**src/rtl/core/lpgt_pkg.sv**
```systemverilog
// Shared types and constants for the lidar point gate and transform unit.
package lpgt_pkg;

  // Configuration register file
  localparam int unsigned CFG_IDX_W  = 4;
  localparam int unsigned CFG_DATA_W = 16;

  localparam logic [CFG_IDX_W-1:0] REG_MIN_RANGE      = 4'd0;
  localparam logic [CFG_IDX_W-1:0] REG_MAX_RANGE      = 4'd1;
  localparam logic [CFG_IDX_W-1:0] REG_FIELD_X_LOW    = 4'd2;
  localparam logic [CFG_IDX_W-1:0] REG_FIELD_X_HIGH   = 4'd3;
  localparam logic [CFG_IDX_W-1:0] REG_FIELD_Y_LOW    = 4'd4;
  localparam logic [CFG_IDX_W-1:0] REG_FIELD_Y_HIGH   = 4'd5;
  localparam logic [CFG_IDX_W-1:0] REG_BUBBLE_RADIUS  = 4'd6;
  localparam logic [CFG_IDX_W-1:0] REG_FORWARD_RADIUS = 4'd7;

  // Signed window limits are held as raw bits; users apply $signed
  typedef struct packed {
    logic [15:0] min_range;
    logic [15:0] max_range;
    logic [15:0] field_x_low;
    logic [15:0] field_x_high;
    logic [15:0] field_y_low;
    logic [15:0] field_y_high;
    logic [15:0] bubble_radius;
    logic [15:0] forward_radius;
  } cfg_t;

  localparam cfg_t CFG_RESET = '{
    min_range:      16'd100,
    max_range:      16'd4000,
    field_x_low:    16'd100,
    field_x_high:   16'd2900,
    field_y_low:    16'd100,
    field_y_high:   16'd1900,
    bubble_radius:  16'd300,
    forward_radius: 16'd600
  };

  // Classified point, as it travels from the front end to the back end
  typedef struct packed {
    logic [15:0] range_mm;
    logic [15:0] theta;
    logic [15:0] robot_x;
    logic [15:0] robot_y;
    logic        range_ok;
    logic        bubble_hit;
    logic        fwd_hit;
    logic        scan_end;
  } item_t;

  // Decoupling queue
  localparam int unsigned QUEUE_DEPTH = 4;
  localparam int unsigned QPTR_W      = 2;
  localparam int unsigned QCNT_W      = 3;

  // Binary angle and sine polynomial constants
  localparam logic [15:0] QUARTER_TURN = 16'h4000;
  localparam logic [16:0] SIN_A        = 17'd102944;
  localparam logic [15:0] SIN_B        = 16'd42047;
  localparam logic [12:0] SIN_C        = 13'd4639;
  localparam logic [14:0] U_FULL       = 15'd16384;

  // Score increments
  localparam logic [1:0] SCORE_BUBBLE  = 2'd2;
  localparam logic [1:0] SCORE_FORWARD = 2'd1;
  localparam logic [1:0] SCORE_NONE    = 2'd0;

endpackage

```
**src/rtl/core/lpgt_queue.sv**
```systemverilog
// Short FIFO between the front end and the transform pipeline.
module lpgt_queue (
  input  logic            clk,
  input  logic            rst_n,
  input  logic            push,
  input  lpgt_pkg::item_t push_data,
  input  logic            pop,
  output lpgt_pkg::item_t head,
  output logic            full,
  output logic            empty
);

  lpgt_pkg::item_t                  slot_r [lpgt_pkg::QUEUE_DEPTH];
  logic [lpgt_pkg::QPTR_W-1:0]      wr_ptr_r;
  logic [lpgt_pkg::QPTR_W-1:0]      rd_ptr_r;
  logic [lpgt_pkg::QCNT_W-1:0]      count_r;
  logic                             do_push;
  logic                             do_pop;

  assign full    = (count_r == lpgt_pkg::QCNT_W'(lpgt_pkg::QUEUE_DEPTH));
  assign empty   = (count_r == '0);
  assign do_push = push && !full;
  assign do_pop  = pop && !empty;
  assign head    = slot_r[rd_ptr_r];

  // Pointers and fill count
  always_ff @(posedge clk) begin
    if (!rst_n) begin
      wr_ptr_r <= '0;
      rd_ptr_r <= '0;
      count_r  <= '0;
    end else begin
      if (do_push) wr_ptr_r <= wr_ptr_r + 1'b1;
      if (do_pop)  rd_ptr_r <= rd_ptr_r + 1'b1;
      case ({do_push, do_pop})
        2'b10:   count_r <= count_r + 1'b1;
        2'b01:   count_r <= count_r - 1'b1;
        default: count_r <= count_r;
      endcase
    end
  end

  // Storage
  always_ff @(posedge clk) begin
    if (do_push) slot_r[wr_ptr_r] <= push_data;
  end

endmodule

```
**config.mk**
```make
export PLATFORM = sky130hd
export DESIGN_NAME = lpgt_queue
export DESIGN_NICKNAME = d
export VERILOG_FILES = /design/src/rtl/core/lpgt_pkg.sv /design/src/rtl/core/lpgt_queue.sv
export SDC_FILE = /design/constraint.sdc
export NUM_CORES = 1
export LEC_CHECK = 0
export ABC_AREA = 1
export CORE_ASPECT_RATIO = 0.6
export CORE_UTILIZATION = 45
export DETAILED_ROUTE_END_ITERATION = 6
export DONT_BUFFER_PORTS = 1
export PLACE_DENSITY = 0.66
export SLEW_MARGIN = 30
export SYNTH_ARGS = -nofsm -noshare
export SYNTH_HDL_FRONTEND = slang
export SYNTH_SLANG_ARGS = --single-unit
```
**constraint.sdc**
```tcl
create_clock -name clk -period 12.2 [get_ports clk]
set_input_delay 0.61 -clock clk [delete_from_list [all_inputs] [get_ports clk]]
set_output_delay 0.61 -clock clk [all_outputs]
set_load 0.02 [all_outputs]
```
* Yosys cells after proc, flatten, opt, wreduce, memory -nomap -nowiden
Memory sizes are Yosys's and may differ from the RTL's. A register that Yosys moved wholly into a read port is not among the register bits. Index checks and enable logic that the tools add are counted.
Operators by class: equality and inequality tests 3, reductions and logical operators 6, mux-type cells 5, add/sub/neg operators 4
Operators with widths (number):
- $pmux 3 s2 | 1
- $add 2x1->2 const B | 2
- $mux 2 | 2
- $add 3x1->3 const B | 1
- $eq 3x3->1 const B | 1
- $logic_not 3->1 | 1
- $sub 3x1->3 const B | 1
- $eq 2x1->1 const B | 1
- $eq 2x2->1 const B | 1
- $logic_and 1x1->1 | 2
- $logic_not 1->1 | 2
- $mux 1 | 2
- $reduce_bool 2->1 | 1
Storage, ports and cells: bits in registers 7, RAM bits 272, output and inout bits 70, memories kept 1, input bits 72, logic and storage cells 22
Memory list:
- slot_r | words 4, bits a word 68, rd ports 1, clocked after memory_dff 1, wr ports 1, RTL line lpgt_queue.sv:13 | lpgt_pkg::item_t slot_r [lpgt_pkg::QUEUE_DEPTH];

* Longest topological paths before layout
depth after elaboration 5, mapped depth 13, depth with buffers taken out 13

* Worst setup path after synthesis
No wires, ideal clock.
path type input -> register, start in push, end mem slot_r[0][0] in the netlist's numbering (enable), library setup time 495 ps, setup slack 8105 ps, path buffers 0, required time 11705 ps, stages 2, data arrival time 3600 ps, cell sequence nand2_1 nor2_1
Between the ends: cells in the longest elaborated chain, start to end 3
Ends and longest elaborated chain:
- start, declared | RTL line lpgt_queue.sv:5 | input logic push,
- $logic_and 1x1->1 | RTL line lpgt_queue.sv:22 | assign do_push = push && !full;
- $mux 1 | RTL line lpgt_queue.sv:45 | if (do_push) slot_r[wr_ptr_r] <= push_data;
- $mux 1 (implied by the code) | RTL line lpgt_queue.sv:45
- end, declared | RTL line lpgt_queue.sv:13
No other way between the ends.

==> results.cfg <==
[outcome]
status = finished, final reports clean

[synthesis]
synth_cell_types = 19
avgSynthCellArea_um2 = 14.5
synth_area_mm2 = 0.0105
yosys_warnings = 0
netlist_instances = 727
ys_seq_elements = 281
ys_seq_area_share_pct = 79.2
mappedNetlistNets = 805

[sta]
worst_pin_slew_ns = 0.795
maxSlewViolCount = 0
fin_skew_ns = 0.00441
fin_tns_setup_ns = 0
maxSlewHeadroom_pct = 47.0
max_freq_ghz = 0.299
rsz0062_at_grt = no
layout_min_cycle_time_ns = 3.34
setup_viol = 0
hold_viol = 0
finalCritPeriodShare_pct = 27.4

[power]
p_leak_uw = 0.00383
p_sw_uw = 793
ir_drop_mv = 0.140
p_total_uw = 2620
seq_power_share_pct = 45.0
switching_share_pct = 30.3
power_frac_comb_pct = 20.1
pwr-share-clk_pct = 35.0
power.internal_uw = 1830
pwr_density_cell_mw_per_mm2 = 223

[hold_path]
min_path_type = input pin to flip-flop
hold_start = push_data[47]
min_path_cells = 0
min_to = slot_r[3][47]

[critical_path]
critPathLaunchType = flip-flop
setup.worst_path.end_class = primary output
cp_cell_sequence = buf_4 -> inv_4 -> o21ai_0 -> o22ai_1
r2r_end = count_r[2]
crit_required_ns = 11.59
crit_type = flip-flop to primary output
path_max_fanout = 69
rr_startpoint = count_r[1]
critical_path.max_stage_delay_ns = 0.69
crit_slowest_cell = inv_4
cp.arrival_ns = 2.73
ff2ff_setup_slack_ns = 9.97
r2r_cells = 12

[drt]
viasPerCell = 5.52
wl_per_cell_um = 20.6
drtIter0Drc = 392
vias = 5778
postRouteAntennaNets = 0
drc = 0
drtPass1Iterations = 5
wl_mm = 21.6

[die]
dieHeight_um = 121
die_x_um = 200
start_util_pct = 46.9
io_pins = 142
coreArea_mm2 = 0.0225
placementRows = 42
die_area_mm2 = 0.0241

[clocking]
cts-root-buf = clkbuf_16
worstSkewPairLatency_ns = 0.53
cts_resized = 0
cts_setup_buffers = 0
holdBufCountCts = 0
cts_buffer_depth = 3
cts_made_buffers = 26
clkSinkCount = 281
path_clk_slew_ns = 0.07
cts_tree = built
htreeDepth = 1

[finish]
antenna_cells = 0
fill_cells = 1831
final_common_cell = edfxtp_1
drive_gt1_share_pct = 7.59
syn_to_final_growth_pct = 11.6
final_area_mm2 = 0.0118
nets = 796
final_cell_mix = edfxtp_1 (272), nor2_1 (142), o21ai_0 (133)

[place]
hpwl_mm = 11.2
io_buffers = 0
gp_congestion = 0.772
postPlaceCellArea_mm2 = 0.0108

[global_route]
grt_max_degree = 137
grt_pass1_wl_mm = 32.3
grt_usage_pct = 18.0
grt_pass1_vias = 5838
antenna_found_initial = 0
grt.overflow.total = 0

[flow_run]
cap_violations = 0
[Yosys cell counts]
cell	instances	share of area [%]
o22ai_1	68	4.0
buf_6	9	0.96
nor2_1	146	5.2
clkbuf_4	2	0.14
inv_2	1	0.036
ha_1	5	0.59
edfxtp_1	272	77
clkbuf_2	9	0.43
inv_1	18	0.64
nand2_1	15	0.53
fa_1	1	0.19
buf_2	12	0.57
o21ai_1	5	0.24
inv_6	1	0.083
nand3_1	5	0.24
dfxtp_1	9	1.7
a21oi_1	5	0.24
clkbuf_1	11	0.39
o21ai_0	133	6.3
[critical path, delay by kind of cell, from the launching register on]
kind	cells	cell delay, ns
AO/OA/AOI/OAI	2	0.84
flip-flops	1	0.31
buffers and inverters	2	1.04
[worst max path at each step]
stage	endpoint	cells past startpoint
global route	head[59]	4
floorplan	slot_r[0][0]	2
finish	head[65]	4
global placement	head[65]	4
CTS	head[65]	3
detailed placement	head[65]	3
[cells by family after synthesis]
| family | count (synthesis) | synth area share [%] |
|---|---|---|
| compound gates | 211 | 10.8 |
| flops | 281 | 79.2 |
| fa+ha+maj | 6 | 0.783 |
| simple gates | 166 | 5.97 |
| buf+inv | 63 | 3.25 |
[sequential cells by signal, summed over array words and instances, names as in the netlist, named ones only]
signal / flops
slot_r: 272
count_r: 3
rd_ptr_r: 2
wr_ptr_r: 2
[per-stage QoR]
| step | hold slack, ns | setup slack (ns) | utilization [%] | instances |
|---|---|---|---|---|
| 4_1_cts | 0.147 | 8.68 | 52.3 | 1046 |
| 3_3_place_gp | 0.480 | 8.97 | 47.8 | 998 |
| 2_1_floorplan | 0.462 | 8.10 | - | 727 |
| 3_5_place_dp | 0.486 | 9.25 | 47.9 | 998 |
| 6_report | 0.172 | 8.86 | 52.3 | 1046 |
| 5_1_grt | 0.140 | 8.69 | 52.3 | 1046 |
[power groups by stage]
stage,clock [uW],combinational (uW),sequential (uW)
after floorplan,0,442,1190
after global placement,0,516,1190
after detailed placement,0,532,1200
after CTS,935,533,1180
after global routing,973,576,1180
final,916,526,1180
[layer usage]
metal	global-route usage, %	vias to the layer above	part of all wire, %
met5	0.871	-	0
met4	3.91	0	1.6
met3	7.75	34	11
met2	29.6	184	47
met1	21.9	2866	40
li1	-	2694	-
[area by class of cell]
| cell class | count | area, um^2 | share of cell area (%) |
|---|---|---|---|
| sequential | 281 | 8350 | 71.0 |
| multi-input combinational | 383 | 1880 | 16.0 |
| clock buffer | 36 | 749 | 6.37 |
| tap | 308 | 385 | 3.28 |
| clock inverter | 12 | 246 | 2.09 |
| inverter | 20 | 85.1 | 0.723 |
| timing repair buffer | 6 | 63.8 | 0.542 |
Power figures use the tool's default switching activity.
