$ cat src/rtl/core/lpgt_pkg.sv
// Shared types and constants for the lidar point gate and transform unit.
package lpgt_pkg;

  // Configuration register file
  localparam int unsigned CFG_IDX_W  = 4;
  localparam int unsigned CFG_DATA_W = 16;

  localparam logic [CFG_IDX_W-1:0] REG_MIN_RANGE      = 4'd0;
  localparam logic [CFG_IDX_W-1:0] REG_MAX_RANGE      = 4'd1;
  localparam logic [CFG_IDX_W-1:0] REG_FIELD_X_LOW    = 4'd2;
  localparam logic [CFG_IDX_W-1:0] REG_FIELD_X_HIGH   = 4'd3;
  localparam logic [CFG_IDX_W-1:0] REG_FIELD_Y_LOW    = 4'd4;
  localparam logic [CFG_IDX_W-1:0] REG_FIELD_Y_HIGH   = 4'd5;
  localparam logic [CFG_IDX_W-1:0] REG_BUBBLE_RADIUS  = 4'd6;
  localparam logic [CFG_IDX_W-1:0] REG_FORWARD_RADIUS = 4'd7;

  // Signed window limits are held as raw bits; users apply $signed
  typedef struct packed {
    logic [15:0] min_range;
    logic [15:0] max_range;
    logic [15:0] field_x_low;
    logic [15:0] field_x_high;
    logic [15:0] field_y_low;
    logic [15:0] field_y_high;
    logic [15:0] bubble_radius;
    logic [15:0] forward_radius;
  } cfg_t;

  localparam cfg_t CFG_RESET = '{
    min_range:      16'd100,
    max_range:      16'd4000,
    field_x_low:    16'd100,
    field_x_high:   16'd2900,
    field_y_low:    16'd100,
    field_y_high:   16'd1900,
    bubble_radius:  16'd300,
    forward_radius: 16'd600
  };

  // Classified point, as it travels from the front end to the back end
  typedef struct packed {
    logic [15:0] range_mm;
    logic [15:0] theta;
    logic [15:0] robot_x;
    logic [15:0] robot_y;
    logic        range_ok;
    logic        bubble_hit;
    logic        fwd_hit;
    logic        scan_end;
  } item_t;

  // Decoupling queue
  localparam int unsigned QUEUE_DEPTH = 4;
  localparam int unsigned QPTR_W      = 2;
  localparam int unsigned QCNT_W      = 3;

  // Binary angle and sine polynomial constants
  localparam logic [15:0] QUARTER_TURN = 16'h4000;
  localparam logic [16:0] SIN_A        = 17'd102944;
  localparam logic [15:0] SIN_B        = 16'd42047;
  localparam logic [12:0] SIN_C        = 13'd4639;
  localparam logic [14:0] U_FULL       = 15'd16384;

  // Score increments
  localparam logic [1:0] SCORE_BUBBLE  = 2'd2;
  localparam logic [1:0] SCORE_FORWARD = 2'd1;
  localparam logic [1:0] SCORE_NONE    = 2'd0;

endpackage

$ cat src/rtl/core/lpgt_ifs.sv
// Valid/ready channel interfaces for lidar points and gated results.
interface lpgt_in_if;
  logic               valid;
  logic               ready;
  logic signed [15:0] lidar_angle;
  logic        [15:0] range_mm;
  logic signed [15:0] robot_x;
  logic signed [15:0] robot_y;
  logic signed [15:0] robot_heading;
  logic               scan_end;

  modport source (
    output valid, lidar_angle, range_mm, robot_x, robot_y, robot_heading, scan_end,
    input  ready
  );
  modport sink (
    input  valid, lidar_angle, range_mm, robot_x, robot_y, robot_heading, scan_end,
    output ready
  );
endinterface


$ cat src/rtl/core/lpgt_front.sv
// Front end: accepts points, applies the range gate and classifies the scoring zone.
module lpgt_front #(
  parameter int unsigned BUBBLE_HALF_ANGLE  = 8192,
  parameter int unsigned FORWARD_HALF_ANGLE = 4096
) (
  lpgt_in_if.sink         in_chan,
  input  lpgt_pkg::cfg_t  cfg,
  input  logic            q_full,
  output logic            q_push,
  output lpgt_pkg::item_t q_data
);

  localparam logic signed [16:0] BUB_LIM = 17'(BUBBLE_HALF_ANGLE);
  localparam logic signed [16:0] FWD_LIM = 17'(FORWARD_HALF_ANGLE);

  logic signed [16:0] ang_ext;
  logic               bub_cone;
  logic               fwd_cone;

  // Take a transaction whenever the queue has room
  assign in_chan.ready = !q_full;
  assign q_push        = in_chan.valid && !q_full;

  // Angular zones on the sensor bearing
  assign ang_ext  = {in_chan.lidar_angle[15], in_chan.lidar_angle};
  assign bub_cone = (ang_ext >= -BUB_LIM) && (ang_ext <= BUB_LIM);
  assign fwd_cone = (ang_ext >= -FWD_LIM) && (ang_ext <= FWD_LIM);

  // Classification
  always_comb begin
    q_data.range_mm   = in_chan.range_mm;
    q_data.theta      = in_chan.robot_heading - in_chan.lidar_angle;
    q_data.robot_x    = in_chan.robot_x;
    q_data.robot_y    = in_chan.robot_y;
    q_data.range_ok   = (in_chan.range_mm > cfg.min_range) &&
                        (in_chan.range_mm < cfg.max_range);
    q_data.bubble_hit = bub_cone && (in_chan.range_mm <= cfg.bubble_radius);
    q_data.fwd_hit    = fwd_cone && (in_chan.range_mm <= cfg.forward_radius);
    q_data.scan_end   = in_chan.scan_end;
  end

endmodule

$ cat src/flat_wrapper.sv
// flat-port wrapper written by rule: the top's interface ports become plain ports
module lpgt_front_flat 
#(
  parameter int unsigned BUBBLE_HALF_ANGLE  = 8192,
  parameter int unsigned FORWARD_HALF_ANGLE = 4096
)
  (cfg, q_full, q_push, q_data, in_chan_valid, in_chan_lidar_angle, in_chan_range_mm, in_chan_robot_x, in_chan_robot_y, in_chan_robot_heading, in_chan_scan_end, in_chan_ready);
  lpgt_in_if in_chan_i ();
  input  lpgt_pkg::cfg_t cfg;
  input  logic q_full;
  output logic q_push;
  output lpgt_pkg::item_t q_data;
  input wire logic [$bits(in_chan_i.valid)-1:0] in_chan_valid;
  input wire logic [$bits(in_chan_i.lidar_angle)-1:0] in_chan_lidar_angle;
  input wire logic [$bits(in_chan_i.range_mm)-1:0] in_chan_range_mm;
  input wire logic [$bits(in_chan_i.robot_x)-1:0] in_chan_robot_x;
  input wire logic [$bits(in_chan_i.robot_y)-1:0] in_chan_robot_y;
  input wire logic [$bits(in_chan_i.robot_heading)-1:0] in_chan_robot_heading;
  input wire logic [$bits(in_chan_i.scan_end)-1:0] in_chan_scan_end;
  output wire logic [$bits(in_chan_i.ready)-1:0] in_chan_ready;
  assign in_chan_i.valid = in_chan_valid;
  assign in_chan_i.lidar_angle = in_chan_lidar_angle;
  assign in_chan_i.range_mm = in_chan_range_mm;
  assign in_chan_i.robot_x = in_chan_robot_x;
  assign in_chan_i.robot_y = in_chan_robot_y;
  assign in_chan_i.robot_heading = in_chan_robot_heading;
  assign in_chan_i.scan_end = in_chan_scan_end;
  assign in_chan_ready = in_chan_i.ready;
  lpgt_front #(.BUBBLE_HALF_ANGLE(BUBBLE_HALF_ANGLE), .FORWARD_HALF_ANGLE(FORWARD_HALF_ANGLE)) u_core (.in_chan(in_chan_i), .cfg(cfg), .q_full(q_full), .q_push(q_push), .q_data(q_data));
endmodule
$ cat config.mk
export PLATFORM = sky130hd
export DESIGN_NAME = lpgt_front_flat
export DESIGN_NICKNAME = d
export VERILOG_FILES = /design/src/rtl/core/lpgt_pkg.sv /design/src/rtl/core/lpgt_ifs.sv /design/src/rtl/core/lpgt_front.sv /design/src/flat_wrapper.sv
export SDC_FILE = /design/constraint.sdc
export NUM_CORES = 1
export LEC_CHECK = 0
export ABC_CLOCK_PERIOD_IN_PS = 3400
export BUFFER_PORTS_ARGS = -buffer_cell sky130_fd_sc_hd__buf_4
export CAP_MARGIN = 20
export CELL_PAD_IN_SITES_DETAIL_PLACEMENT = 0
export CELL_PAD_IN_SITES_GLOBAL_PLACEMENT = 1
export CORE_ASPECT_RATIO = 1.25
export CORE_MARGIN = 3
export CORE_UTILIZATION = 26
export DETAILED_ROUTE_END_ITERATION = 10
export PLACE_DENSITY = 0.87
export SLEW_MARGIN = 20
export SYNTH_ARGS = -nofsm -noshare
export SYNTH_HDL_FRONTEND = slang
export SYNTH_SLANG_ARGS = --single-unit
$ cat constraint.sdc
create_clock -name vclk -period 3.4
set_input_delay 0 -clock vclk [all_inputs]
set_output_delay 0 -clock vclk [all_outputs]
set_load 0.01 [all_outputs]
== Word-level counts from Yosys, hierarchy flattened ==
Index checks and enable logic that the tools add are counted.

* Input bits: 211
* Output and inout bits: 70
* Bits in registers: 0
* Word-level logic and storage cells: 16

* Reduce and logical (&&, ||, !) cells: 7
* Magnitude comparators: 8
* Add/subtract/negate cells: 1

{| class="wikitable"
|+ Operators with widths
! operator !! number
|-
| <= comparator 16 bit || 2
|-
| greater-or-equal comparator 16 x 13 -> 1 bit, second input constant || 1
|-
| greater-or-equal comparator 16 x 14 -> 1 bit, second input constant || 1
|-
| greater-than comparator 16 bit || 1
|-
| <= comparator 16 x 14 -> 1 bit, second input constant || 1
|-
| <= comparator 16 x 15 -> 1 bit, second input constant || 1
|-
| < comparator 16 bit || 1
|-
| subtractor 16 bit || 1
|-
| logical AND 1 bit || 6
|-
| logical NOT 1 bit || 1
|}

== Depth between registers and ports, before layout ==
* Depth after elaboration: 3
* Gate-level depth with buffers: 8
* Depth with buffers taken out: 8

== Least setup slack after synthesis ==
Ideal clock, no wire load.

* Path kind: input port to output port
* From: input port in_chan_robot_heading[0]
* To: output port q_data[48] (netlist bit)
* Required time: 3.400 ns
* Slack: 1.779 ns
* Buffers on the path: 0
* Arrival time: 1.621 ns
* Cell stages on the path: 8
* Path through: inv_1 ha_1 fa_1 nor2b_4 o31a_4 o221ai_2 and4_1 or3_1

{| class="wikitable"
|+ RTL lines
! item !! RTL line !! RTL
|-
| start: declaration || flat_wrapper.sv:18 || <nowiki>input wire logic [$bits(in_chan_i.robot_heading)-1:0] in_chan_robot_heading;</nowiki>
|-
| end: declaration || flat_wrapper.sv:12 || <nowiki>output lpgt_pkg::item_t q_data;</nowiki>
|}

==> impl_metrics.toml <==
[finish]
clock_buffers = 0
final_core_util = 0.358
seq_cell_count = 0
nFillCells = 1126
drive_gt1_frac = 0.323
diodes = 0
area_growth_pct = 31.4
seqCellArea_um2 = 0
nets = 799
final_common_cell = "buf_4"
final_cell_mix = "buf_4 (151), inv_1 (82), ha_1 (78), a21oi_1 (25), nor2_1 (21)"
final_area_um2 = 3850
fin_cells = 639

[pwr]
p_int_mw = 0.295
leakagePower_nw = 2.25
p_switching_mw = 0.283
max-vdd-ir-drop_uv = 52.7
fin_total_pwr_mw = 0.578
switching_share = 0.490
pwr-share-comb = 1.000
pwr-share-seq = 0
powerDensity_nw_per_um2 = 150
power_frac_clock = 0

[routing]
drc = 0
first_pass_iters = 4
wl_per_cell_um = 15.3
via_per_inst = 4.92
dr_total_vias = 3145
ant_nets = 0
drt_iter0_markers = 78
wirelength_um = 9770

[sta]
fmax_ghz = 0.519
hold_viol = 0
max_slew_margin = 0.708
setup_ws_ns = 1.47
setup_violations = 0
rsz0062_at_grt = "false"
hold_ws_ns = 0.00000445
drv_slew = 0
tightest_slew_ns = 0.436
finalSetupTns_ns = 0
finalCriticalPeriod_ns = 1.93
final_min_period_over_clock_period = 0.567

[die]
die_area_um2 = 12600
ios = 281
rows = 42
dieWidth_um = 101
start_util = 0.272
core_area_um2 = 10800
die_h_um = 125

[place]
dp_hpwl_um = 8930
io_buffers = 151
dpl_cell_area_um2 = 3850
place_congestion = 0.835
place_ws_ns = 1.48
place_inst = 639

[worst_setup_path]
start_kind = "primary input"
critPathSlowestCell = "fa_1"
crit_fanout = 3
cpMostUsedCell = "buf_4"
slowest_delay_ns = 0.45
arrival_ns = 1.93
crit_path_end_kind = "output pin"
critPathBufInv = 3
path_class = "primary input to output pin"
required_ns = 3.40
crit_cells = 10
crit_chain = "buf_4 > inv_1 > ha_1 > fa_1 > nor2b_4 > o31a_4 > o221ai_2 > and4_1 > or3_1 > buf_4"
path_delay_family = "simple AND/OR/NAND/NOR gates"

[status]
outcome = "finished clean"

[clock_tree]
cts-hold-fix-buffers = 0
cts_resized = 0
post-cts-setup-buffers = 0

[grt]
grt_max_degree = 11
grt_pass1_wl_um = 15100
grt_pass1_vias = 3137
overflow = 0
antenna_found_initial = 0
track_usage = 0.145

[run]
cap_violations = 0

[synthesis]
yosysWarnings = 0
synth.distinct_cells = 51
synth.avg_cell_area_um2 = 7.20
synth_seq_area_share = 0
syn-instance-count = 407
netlist_area_um2 = 2930
synthesis.nets = 697

[min_path]
min_path_cells = 0
hp-class = "primary input to output pin"
==> area by class of cell <==
type / instances / area, µm² / area share
multi-input cells: 274 / 2250 / 0.583
inverters: 82 / 308 / 0.0799
repair buffers: 151 / 1130 / 0.294
well taps: 132 / 165 / 0.0429
==> path summary, 6_finish.rpt <==
| path | from | slack (ns) | end |
|---|---|---|---|
| hold / removal | in_chan_robot_y[10] | 0.000004 | q_data[14] |
| setup / recovery | in_chan_robot_heading[0] | 1.47 | q_data[48] |
==> cell families (layout without fill, tap and decap cells) <==
| logic type | count (synthesis) | count (layout) | share of synthesized area |
|---|---|---|---|
| AOI/OAI and AO/OA | 94 | 94 | 0.230 |
| xor gates and xnor gates | 9 | 9 | 0.0269 |
| adders and majority gates | 79 | 79 | 0.340 |
| buffers and inverters | 133 | 233 | 0.234 |
| and+or+nand+nor | 92 | 92 | 0.169 |
==> synth_stat cells (all sizes together), types with 3 or more instances <==
cell type   n  area [µm²]
and3        4        25.0
nand2      16        60.1
nand4      13        81.3
nor2b       6        45.0
nor4        3        18.8
nand2b      3        18.8
o21a        4        30.0
a221oi      3        32.5
a31oi       5        31.3
xor2        4        35.0
a211o       4        35.0
o21ai      13        68.8
a21o       13        98.9
o211ai      5        42.5
ha         78         976
nor3        8        50.1
nor2       22        90.1
a211oi      7        62.6
xnor2       5        43.8
buf        51         378
and4        3        26.3
inv        82         308
a21oi      25         125
o2111ai     4        35.0
nand3       9        45.0
==> power by group through the flow <==
stage | clock network (mW) | logic, mW | registers [mW]
final | 0 | 0.578 | 0
after global routing | 0 | 0.647 | 0
after CTS | 0 | 0.585 | 0
after detailed placement | 0 | 0.583 | 0
after global placement | 0 | 0.567 | 0
after floorplan | 0 | 0.359 | 0
==> routing by layer <==
| metal | wire length, µm | vias to the layer above | global-route usage |
|---|---|---|---|
| li1 | - | 1588 | - |
| met1 | 3550 | 1386 | 0.157 |
| met2 | 5070 | 157 | 0.288 |
| met3 | 1050 | 14 | 0.0308 |
| met4 | 91 | 0 | 0.0125 |
| met5 | 0 | - | 0 |
Note: power is estimated with default switching activity, not from simulation.
